==> src/rtl/ptf_pkg.sv <==
`timescale 1ns / 1ps
// ----------------------------------------------------------------------------
// ptf_pkg
// shared types, codes and constants of the polynomial trend feature unit
// ----------------------------------------------------------------------------
package ptf_pkg;

    localparam int MAX_DIMS_DEFAULT = 16;

    localparam int COORD_W   = 32;
    localparam int FEATURE_W = 64;
    localparam int COLUMN_W  = 8;
    localparam int POS_W     = 5;
    localparam int MODE_W    = 3;

    localparam int CFG_IDX_W  = 1;
    localparam int CFG_DATA_W = 5;

    // 1.0 in q16.16
    localparam logic [COORD_W-1:0] ONE_Q16 = 32'h0001_0000;

    localparam logic [MODE_W-1:0] MODE_NONE        = 3'd0;
    localparam logic [MODE_W-1:0] MODE_CONSTANT    = 3'd1;
    localparam logic [MODE_W-1:0] MODE_LINEAR      = 3'd2;
    localparam logic [MODE_W-1:0] MODE_INTERACTIVE = 3'd3;
    localparam logic [MODE_W-1:0] MODE_QUADRATIC   = 3'd4;

    typedef enum logic [CFG_IDX_W-1:0] {
        REG_MODE     = 1'b0,
        REG_NUM_DIMS = 1'b1
    } cfg_reg_t;

    typedef enum logic [1:0] {
        KIND_CONST  = 2'd0,
        KIND_LINEAR = 2'd1,
        KIND_PROD   = 2'd2,
        KIND_SQUARE = 2'd3
    } feature_kind_t;

    typedef enum logic [4:0] {
        ST_IDLE   = 5'b00001,
        ST_CONST  = 5'b00010,
        ST_LINEAR = 5'b00100,
        ST_PROD   = 5'b01000,
        ST_SQUARE = 5'b10000
    } ctrl_state_t;

    // store the accepted coordinate
    typedef struct packed {
        logic             valid;
        logic [POS_W-1:0] addr;
    } wr_cmd_t;

    // start one feature in the datapath
    typedef struct packed {
        logic                valid;
        feature_kind_t       kind;
        logic [POS_W-1:0]    addr;
        logic [COLUMN_W-1:0] column;
        logic                last_item;
        logic                last_row;
    } issue_cmd_t;

endpackage

==> src/rtl/ptf_ctrl.sv <==
`timescale 1ns / 1ps
// ----------------------------------------------------------------------------
// ptf_ctrl
// configuration registers, row position, column count and feature sequencer
// ----------------------------------------------------------------------------
module ptf_ctrl
    import ptf_pkg::*;
#(
    parameter int MAX_DIMS = MAX_DIMS_DEFAULT
)
(
    input  logic                  clk,
    input  logic                  rst_n,
    input  logic                  cfg_valid,
    output logic                  cfg_ready,
    input  logic [CFG_IDX_W-1:0]  cfg_index,
    input  logic [CFG_DATA_W-1:0] cfg_data,
    input  logic                  in_valid,
    output logic                  in_ready,
    input  logic                  advance,
    output wr_cmd_t               wr_cmd,
    output issue_cmd_t            issue_cmd
);

    localparam logic [POS_W-1:0] MAX_DIMS_P = POS_W'(MAX_DIMS);

    ctrl_state_t         state_reg, state_next;
    logic [MODE_W-1:0]   mode_cfg_reg;
    logic [POS_W-1:0]    dims_cfg_reg;
    logic [MODE_W-1:0]   mode_item_reg, mode_item_next;
    logic [POS_W-1:0]    pos_item_reg, pos_item_next;
    logic                row_end_reg, row_end_next;
    logic [POS_W-1:0]    j_reg, j_next;
    logic [COLUMN_W-1:0] col_reg, col_next;
    logic [POS_W-1:0]    position_reg, position_next;

    logic [POS_W-1:0]    dims_eff;
    logic                row_end_now;
    logic                mode_ok;

    assign cfg_ready = 1'b1;
    assign in_ready  = (state_reg == ST_IDLE);

    always_ff @(posedge clk or negedge rst_n)
    begin
        if (!rst_n)
        begin
            mode_cfg_reg <= MODE_CONSTANT;
            dims_cfg_reg <= POS_W'(1);
        end
        else if (cfg_valid)
        begin
            case (cfg_reg_t'(cfg_index))
                REG_MODE:     mode_cfg_reg <= cfg_data[MODE_W-1:0];
                REG_NUM_DIMS: dims_cfg_reg <= cfg_data[POS_W-1:0];
                default:      mode_cfg_reg <= mode_cfg_reg;
            endcase
        end
    end

    // zero means one, above the store depth saturates
    always_comb
    begin
        if (dims_cfg_reg == '0)
            dims_eff = POS_W'(1);
        else if (dims_cfg_reg > MAX_DIMS_P)
            dims_eff = MAX_DIMS_P;
        else
            dims_eff = dims_cfg_reg;
    end

    assign row_end_now = ({1'b0, position_reg} + (POS_W+1)'(1)) >= {1'b0, dims_eff};
    assign mode_ok     = (mode_cfg_reg >= MODE_CONSTANT) && (mode_cfg_reg <= MODE_QUADRATIC);

    always_comb
    begin
        logic last;
        last           = 1'b0;
        state_next     = state_reg;
        mode_item_next = mode_item_reg;
        pos_item_next  = pos_item_reg;
        row_end_next   = row_end_reg;
        j_next         = j_reg;
        col_next       = col_reg;
        position_next  = position_reg;

        wr_cmd.valid = 1'b0;
        wr_cmd.addr  = position_reg;

        issue_cmd.valid     = 1'b0;
        issue_cmd.kind      = KIND_CONST;
        issue_cmd.addr      = j_reg;
        issue_cmd.column    = col_reg;
        issue_cmd.last_item = 1'b0;
        issue_cmd.last_row  = 1'b0;

        case (state_reg)
            ST_IDLE:
            begin
                if (in_valid)
                begin
                    wr_cmd.valid   = 1'b1;
                    position_next  = row_end_now ? '0 : position_reg + POS_W'(1);
                    pos_item_next  = position_reg;
                    row_end_next   = row_end_now;
                    mode_item_next = mode_cfg_reg;
                    j_next         = '0;
                    if (position_reg == '0)
                        col_next = '0;
                    if (mode_ok)
                    begin
                        if (position_reg == '0)
                            state_next = ST_CONST;
                        else if (mode_cfg_reg >= MODE_LINEAR)
                            state_next = ST_LINEAR;
                    end
                end
            end
            ST_CONST:
            begin
                if (advance)
                begin
                    issue_cmd.valid = 1'b1;
                    issue_cmd.kind  = KIND_CONST;
                    col_next        = col_reg + COLUMN_W'(1);
                    if (mode_item_reg >= MODE_LINEAR)
                        state_next = ST_LINEAR;
                    else
                        last = 1'b1;
                end
            end
            ST_LINEAR:
            begin
                if (advance)
                begin
                    issue_cmd.valid = 1'b1;
                    issue_cmd.kind  = KIND_LINEAR;
                    col_next        = col_reg + COLUMN_W'(1);
                    if (mode_item_reg >= MODE_INTERACTIVE && pos_item_reg != '0)
                        state_next = ST_PROD;
                    else if (mode_item_reg == MODE_QUADRATIC)
                        state_next = ST_SQUARE;
                    else
                        last = 1'b1;
                end
            end
            ST_PROD:
            begin
                if (advance)
                begin
                    issue_cmd.valid = 1'b1;
                    issue_cmd.kind  = KIND_PROD;
                    col_next        = col_reg + COLUMN_W'(1);
                    if (j_reg + POS_W'(1) < pos_item_reg)
                        j_next = j_reg + POS_W'(1);
                    else if (mode_item_reg == MODE_QUADRATIC)
                        state_next = ST_SQUARE;
                    else
                        last = 1'b1;
                end
            end
            ST_SQUARE:
            begin
                if (advance)
                begin
                    issue_cmd.valid = 1'b1;
                    issue_cmd.kind  = KIND_SQUARE;
                    col_next        = col_reg + COLUMN_W'(1);
                    last            = 1'b1;
                end
            end
            default:
            begin
                state_next = ST_IDLE;
            end
        endcase

        if (last)
            state_next = ST_IDLE;
        issue_cmd.last_item = last;
        issue_cmd.last_row  = last && (row_end_reg || mode_item_reg == MODE_CONSTANT);
    end

    always_ff @(posedge clk or negedge rst_n)
    begin
        if (!rst_n)
        begin
            state_reg     <= ST_IDLE;
            mode_item_reg <= MODE_NONE;
            pos_item_reg  <= '0;
            row_end_reg   <= 1'b0;
            j_reg         <= '0;
            col_reg       <= '0;
            position_reg  <= '0;
        end
        else
        begin
            state_reg     <= state_next;
            mode_item_reg <= mode_item_next;
            pos_item_reg  <= pos_item_next;
            row_end_reg   <= row_end_next;
            j_reg         <= j_next;
            col_reg       <= col_next;
            position_reg  <= position_next;
        end
    end

endmodule

==> src/rtl/ptf_datapath.sv <==
`timescale 1ns / 1ps
// ----------------------------------------------------------------------------
// ptf_datapath
// coordinate store, operand stage, multiplier and output register
// ----------------------------------------------------------------------------
module ptf_datapath
    import ptf_pkg::*;
#(
    parameter int MAX_DIMS = MAX_DIMS_DEFAULT
)
(
    input  logic                        clk,
    input  logic                        rst_n,
    input  logic signed [COORD_W-1:0]   coordinate_value,
    input  wr_cmd_t                     wr_cmd,
    input  issue_cmd_t                  issue_cmd,
    output logic                        advance,
    output logic                        out_valid,
    input  logic                        out_ready,
    output logic signed [FEATURE_W-1:0] feature_value,
    output logic [COLUMN_W-1:0]         feature_column,
    output logic                        last_of_item,
    output logic                        last_of_row
);

    localparam int IDX_W = (MAX_DIMS > 1) ? $clog2(MAX_DIMS) : 1;

    logic [COORD_W-1:0] coord_mem [MAX_DIMS];
    logic [COORD_W-1:0] x_reg;

    // operand stage
    logic                s1_valid_reg;
    logic [COORD_W-1:0]  s1_a_reg;
    logic [COORD_W-1:0]  s1_b_reg;
    logic                s1_use_mem_reg;
    logic [COORD_W-1:0]  rd_data_reg;
    logic [COLUMN_W-1:0] s1_col_reg;
    logic                s1_last_item_reg;
    logic                s1_last_row_reg;

    // output stage
    logic                        out_valid_reg;
    logic signed [FEATURE_W-1:0] out_value_reg;
    logic [COLUMN_W-1:0]         out_col_reg;
    logic                        out_last_item_reg;
    logic                        out_last_row_reg;

    logic [COORD_W-1:0]          a_next, b_next;
    logic signed [COORD_W-1:0]   mul_a, mul_b;
    logic signed [FEATURE_W-1:0] product;

    // whole pipe moves together when the output slot frees up
    assign advance = !out_valid_reg || out_ready;

    always_comb
    begin
        case (issue_cmd.kind)
            KIND_CONST:
            begin
                a_next = ONE_Q16;
                b_next = ONE_Q16;
            end
            KIND_LINEAR:
            begin
                a_next = x_reg;
                b_next = ONE_Q16;
            end
            KIND_PROD:
            begin
                a_next = x_reg;
                b_next = ONE_Q16;
            end
            KIND_SQUARE:
            begin
                a_next = x_reg;
                b_next = x_reg;
            end
            default:
            begin
                a_next = x_reg;
                b_next = x_reg;
            end
        endcase
    end

    always_ff @(posedge clk)
    begin
        if (wr_cmd.valid)
        begin
            coord_mem[wr_cmd.addr[IDX_W-1:0]] <= coordinate_value;
            x_reg                             <= coordinate_value;
        end
        if (advance && issue_cmd.valid)
        begin
            rd_data_reg      <= coord_mem[issue_cmd.addr[IDX_W-1:0]];
            s1_a_reg         <= a_next;
            s1_b_reg         <= b_next;
            s1_use_mem_reg   <= (issue_cmd.kind == KIND_PROD);
            s1_col_reg       <= issue_cmd.column;
            s1_last_item_reg <= issue_cmd.last_item;
            s1_last_row_reg  <= issue_cmd.last_row;
        end
    end

    // signed 32x32, operands sign-extended to the full product width
    assign mul_a   = s1_a_reg;
    assign mul_b   = s1_use_mem_reg ? rd_data_reg : s1_b_reg;
    assign product = FEATURE_W'(mul_a) * FEATURE_W'(mul_b);

    always_ff @(posedge clk)
    begin
        if (advance && s1_valid_reg)
        begin
            out_value_reg     <= product;
            out_col_reg       <= s1_col_reg;
            out_last_item_reg <= s1_last_item_reg;
            out_last_row_reg  <= s1_last_row_reg;
        end
    end

    always_ff @(posedge clk or negedge rst_n)
    begin
        if (!rst_n)
        begin
            s1_valid_reg  <= 1'b0;
            out_valid_reg <= 1'b0;
        end
        else if (advance)
        begin
            s1_valid_reg  <= issue_cmd.valid;
            out_valid_reg <= s1_valid_reg;
        end
    end

    assign out_valid      = out_valid_reg;
    assign feature_value  = out_value_reg;
    assign feature_column = out_col_reg;
    assign last_of_item   = out_last_item_reg;
    assign last_of_row    = out_last_row_reg;

endmodule

==> src/rtl/polynomial_trend_features_unit.sv <==
`timescale 1ns / 1ps
// ----------------------------------------------------------------------------
// polynomial_trend_features_unit
// streams q16.16 sample coordinates in and polynomial feature columns, up to quadratic, out
// ----------------------------------------------------------------------------
//
// channel   direction  handshake              payload
// cfg       in         cfg_valid / cfg_ready  cfg_index, cfg_data
// in        in         in_valid / in_ready    coordinate_value
// out       out        out_valid / out_ready  feature_value, feature_column,
//                                             last_of_item, last_of_row
//
// a coordinate word is accepted, then the sequencer issues one feature per
// cycle while the output is not stalled, set by the single shared 32x32
// multiplier; one word yields up to MAX_DIMS+1 results, which pass the
// operand/store read stage, then the multiply into the output register
// a word that causes no result is done in its accept cycle
// reset (async, active low) clears control and sets mode constant, one dim;
// the coordinate store needs no clearing pass, only entries of the current
// row are read
// a stalled output freezes the operand and output stages and the sequencer;
// the next coordinate is taken once the previous one has issued its last
// feature, while those features may still be draining
//
module polynomial_trend_features_unit
    import ptf_pkg::*;
#(
    parameter int MAX_DIMS = MAX_DIMS_DEFAULT
)
(
    input  logic                        clk,
    input  logic                        rst_n,
    // configuration writes
    input  logic                        cfg_valid,
    output logic                        cfg_ready,
    input  logic [CFG_IDX_W-1:0]        cfg_index,
    input  logic [CFG_DATA_W-1:0]       cfg_data,
    // coordinate words
    input  logic                        in_valid,
    output logic                        in_ready,
    input  logic signed [COORD_W-1:0]   coordinate_value,
    // feature words
    output logic                        out_valid,
    input  logic                        out_ready,
    output logic signed [FEATURE_W-1:0] feature_value,
    output logic [COLUMN_W-1:0]         feature_column,
    output logic                        last_of_item,
    output logic                        last_of_row
);

    wr_cmd_t    wr_cmd;
    issue_cmd_t issue_cmd;
    logic       advance;

    // sequencer: config, row position, column count, feature order
    ptf_ctrl #(
        .MAX_DIMS (MAX_DIMS)
    ) u_ctrl (
        .clk       (clk),
        .rst_n     (rst_n),
        .cfg_valid (cfg_valid),
        .cfg_ready (cfg_ready),
        .cfg_index (cfg_index),
        .cfg_data  (cfg_data),
        .in_valid  (in_valid),
        .in_ready  (in_ready),
        .advance   (advance),
        .wr_cmd    (wr_cmd),
        .issue_cmd (issue_cmd)
    );

    // store, operand select, multiplier, output register
    ptf_datapath #(
        .MAX_DIMS (MAX_DIMS)
    ) u_datapath (
        .clk              (clk),
        .rst_n            (rst_n),
        .coordinate_value (coordinate_value),
        .wr_cmd           (wr_cmd),
        .issue_cmd        (issue_cmd),
        .advance          (advance),
        .out_valid        (out_valid),
        .out_ready        (out_ready),
        .feature_value    (feature_value),
        .feature_column   (feature_column),
        .last_of_item     (last_of_item),
        .last_of_row      (last_of_row)
    );

endmodule
==> config.mk <==
export PLATFORM = sky130hd
export DESIGN_NAME = polynomial_trend_features_unit
export DESIGN_NICKNAME = d
export VERILOG_FILES = /design/src/rtl/ptf_pkg.sv /design/src/rtl/ptf_ctrl.sv /design/src/rtl/ptf_datapath.sv /design/src/rtl/polynomial_trend_features_unit.sv
export SDC_FILE = /design/constraint.sdc
export NUM_CORES = 2
export LEC_CHECK = 0
export BUFFER_PORTS_ARGS = -buffer_cell sky130_fd_sc_hd__buf_2
export CORE_AREA = 2 2 261 366
export CTS_CLUSTER_SIZE = 10
export DETAILED_ROUTE_END_ITERATION = 8
export DIE_AREA = 0 0 263 368
export PLACE_DENSITY = 0.87
export SYNTH_ARGS = -nofsm -noshare
export SYNTH_HDL_FRONTEND = slang
export SYNTH_HIERARCHICAL = 1
export SYNTH_SLANG_ARGS = --single-unit
==> constraint.sdc <==
create_clock -name clk -period 15.1 [get_ports clk]
set_input_delay 2.265 -clock clk [delete_from_list [all_inputs] [get_ports clk]]
set_output_delay 2.265 -clock clk [all_outputs]
set_load 0.05 [all_outputs]
==> results.yml <==
logic_synthesis:
  yosysWarnings: 6
  synth_seq_cells: 767
  synth.net_count: 6487
  yosys.area_share.adder_pct: 37.1
  syn_avg_cell_area_um2: 12.6
  async_flop_share_pct: 5.48
  synth_xor_area_share_pct: 1.16
  netlist.area_leader.share_pct: 33.5
  muxShareOfSynthArea_pct: 6.31
  yosys-top-cells-area: "edfxtp_1 (33%), fa_1 (33%), mux4_2 (5.5%)"
  synth_edf_count: 725
  synthesis.area_mm2: 0.0651
  synth_compound_area_share_pct: 2.51
  synth_top_family_by_area: "adder cells"
  synth_cell_types: 84
  synth_ff_type: "edfxtp_1"
  ys_seq_area_share_pct: 35.1
  synth_top_cell_by_area: "edfxtp_1"
  synth_simple_gate_area_share_pct: 10.7
  synth_cells: 5165
drt:
  drt_wl_total_um: 196000
  ant_nets: 0
  drt-wirelength-per-cell_um: 30.5
  vias: 43200
  met3WireLength_um: 26900
  drt_iter0_drc: 5692
  dr.pass1.iters: 7
  wl_met1_um: 53900
  drc_errors: 0
  wl_met2_um: 93000
  via_per_inst: 6.72
  highest_layer: "met5"
min_path:
  min_to: "u_datapath/feature_column[4]"
  whs_path_depth: 0
  hold_path_startpoint: "u_datapath/s1_col_reg[4]"
  worstHoldPathType: "flop to flop"
sta:
  worst_clock_skew_ns: 0.0442
  slew_headroom_pct: 12.0
  fin_crit_ns: 10.05
  fin_crit_sh_pct: 66.5
  tns_ns: 0
  rsz0062_at_grt: "no"
  maxSlewViolCount: 0
  worst_pin_slew_ns: 1.32
  hold_viol: 0
  timing.fmax_mhz: 99.5
  setup_viol: 0
clock_tree:
  clockBufferDepth: 3
  clk_pin_slew_ns: 0.06
  clk_latency_ns: 0.71
  htreeDepth: 3
  hold_buffers: 0
  cts_sinks: 767
  cts_root_buf: "clkbuf_16"
  cts_buffers: 87
  cts_resized: 0
  cts_setup_buffers: 0
  cts_tree: "done"
finish:
  drive_above_1_share_pct: 10.9
  largest_register_ffs: 512
  nets: 6506
  areaGrowthSynthToFinish_pct: 6.61
  utilization_pct: 74.2
floorplanning:
  placementRows: 133
  initial_core_util_pct: 69.6
  die_area_mm2: 0.0968
  fp.dieW_um: 263
  die_h_um: 368
  pin_count: 120
  core_mm2: 0.0935
place:
  io_buffers: 118
  hpwlAfterDp_um: 120000
  gp_congestion: 0.966
worst_setup_path:
  reg2reg_depth: 22
  cpPeakStageDelay_ns: 1.10
  crit_chain: "buf_4 -> mux2_2 -> nand2_1 -> fa_1 -> fa_1 -> fa_1 -> fa_1 -> inv_1 -> fa_1 -> fa_1 -> fa_1 -> fa_1 -> ha_1 -> a21o_1 -> a21o_1 -> a221oi_1 -> nor2_1 -> a211o_1 -> nor2_1 -> o211ai_1 -> o211a_1 -> xor2_1"
  r2r-start: "u_datapath/s1_use_mem_reg"
  startpoint: "u_datapath/s1_use_mem_reg"
  path_max_fanout: 32
  crit_arrival_ns: 10.49
  reg2reg_to: "u_datapath/feature_value[62]"
  r2r_slack_ns: 5.05
  worstSetupStartpointType: "flop"
  crit_required_ns: 15.55
  crit_path_end_kind: "flop"
  critPathKind: "flop to flop"
  crit_path_top_delay_cell: "fa_1"
  cpMostUsedCell: "fa_1"
grt:
  grt.overflow.total: 0
  grt_pass1_wl_um: 294000
  grt_max_degree: 65
  grt_pass1_vias: 48100
  antenna_found_initial: 15
  grtUsageTotal_pct: 42.3
job:
  cap_violations: 0
status:
  outcome: "finished, final reports clean"
-- metal layers --
metal | GRT usage, % | up-vias
met1 | 44.3 | 21500
met4 | 37.2 | 18
li1 | - | 16300
met3 | 16.0 | 1513
met5 | 0.350 | -
met2 | 66.7 | 3800
-- cells in the final DEF, fill, tap and decap left out, drive strengths merged, types with 46 or more instances in the layout --
master  count
inv       958
xnor2      53
nor2b     282
edfxtp    725
and3       46
nand2     546
o21ai      56
nor2       84
clkbuf     97
fa       1082
ha        197
a21oi      76
mux4      160
and2      277
buf       194
-- critical path, delay by kind of cell (launching register included) --
kind | cells | cell delay [ns]
XOR/XNOR | 1 | 0.14
AND/OR/NAND/NOR | 3 | 0.54
adder cells (fa/ha/maj) | 9 | 5.68
flip-flops | 1 | 0.35
buffers and inverters | 2 | 0.67
AO/OA/AOI/OAI | 6 | 1.44
multiplexers | 1 | 0.91
-- final cells by class --
cell class	instances	area, µm²
repair buffers	194	1160
clock buffers	97	2210
diodes	7	17.5
fillers	5401	24200
clock inverters	9	189
inverters	956	3590
multi-input cells	3178	37800
flip-flops and latches	767	22800
well taps	1215	1520
-- Yosys cell counts, types with 8 or more instances --
master,count
and3_1,45
o21ai_1,11
fa_1,1082
nor2_1,84
o21ai_0,42
nand4_1,12
inv_1,955
nor2b_1,282
mux2_2,33
o21a_1,8
a21oi_1,75
or3_1,8
buf_2,14
o21bai_1,9
a21o_1,22
or2_2,10
nand2_1,543
edfxtp_1,725
and2_1,277
xnor2_1,53
ha_1,197
mux4_2,160
nor3_1,23
clkbuf_1,227
xor2_1,33
buf_1,15
nand2b_1,31
mux2i_1,13
nand3_1,27
dfrtp_1,39
-- per-stage QoR --
step	setup slack, ns	cell area [µm²]	hold slack [ns]	std cells
finish	5.05	69400	0.410	6423
global route	4.85	69300	0.433	6418
CTS	5.52	69300	0.414	6416
detailed placement	5.61	66900	0.412	6310
global placement	5.86	66900	0.405	6310
floorplan	6.57	65100	0.400	5165
-- kinds of logic after synthesis --
family | count (synthesis)
DFF | 767
muxes | 206
xor gates and xnor gates | 86
AOI/OAI and AO/OA | 241
and+or+nand+nor | 1365
other | 1
adders and majority gates | 1279
buffers and inverters | 1220
-- worst max path at each step --
stage	end	slack, ns	depth (start not counted)
2_1_floorplan	u_datapath/feature_value[62]	6.57	28
3_3_place_gp	u_datapath/feature_value[62]	5.86	28
3_5_place_dp	u_datapath/feature_value[62]	5.61	28
4_1_cts	u_datapath/feature_value[62]	5.52	28
5_1_grt	u_datapath/feature_value[63]	4.85	22
6_report	u_datapath/feature_value[62]	5.05	22
Power is not shown: default switching activity piles up to over one toggle a cycle in this logic, so the estimate is an artifact.
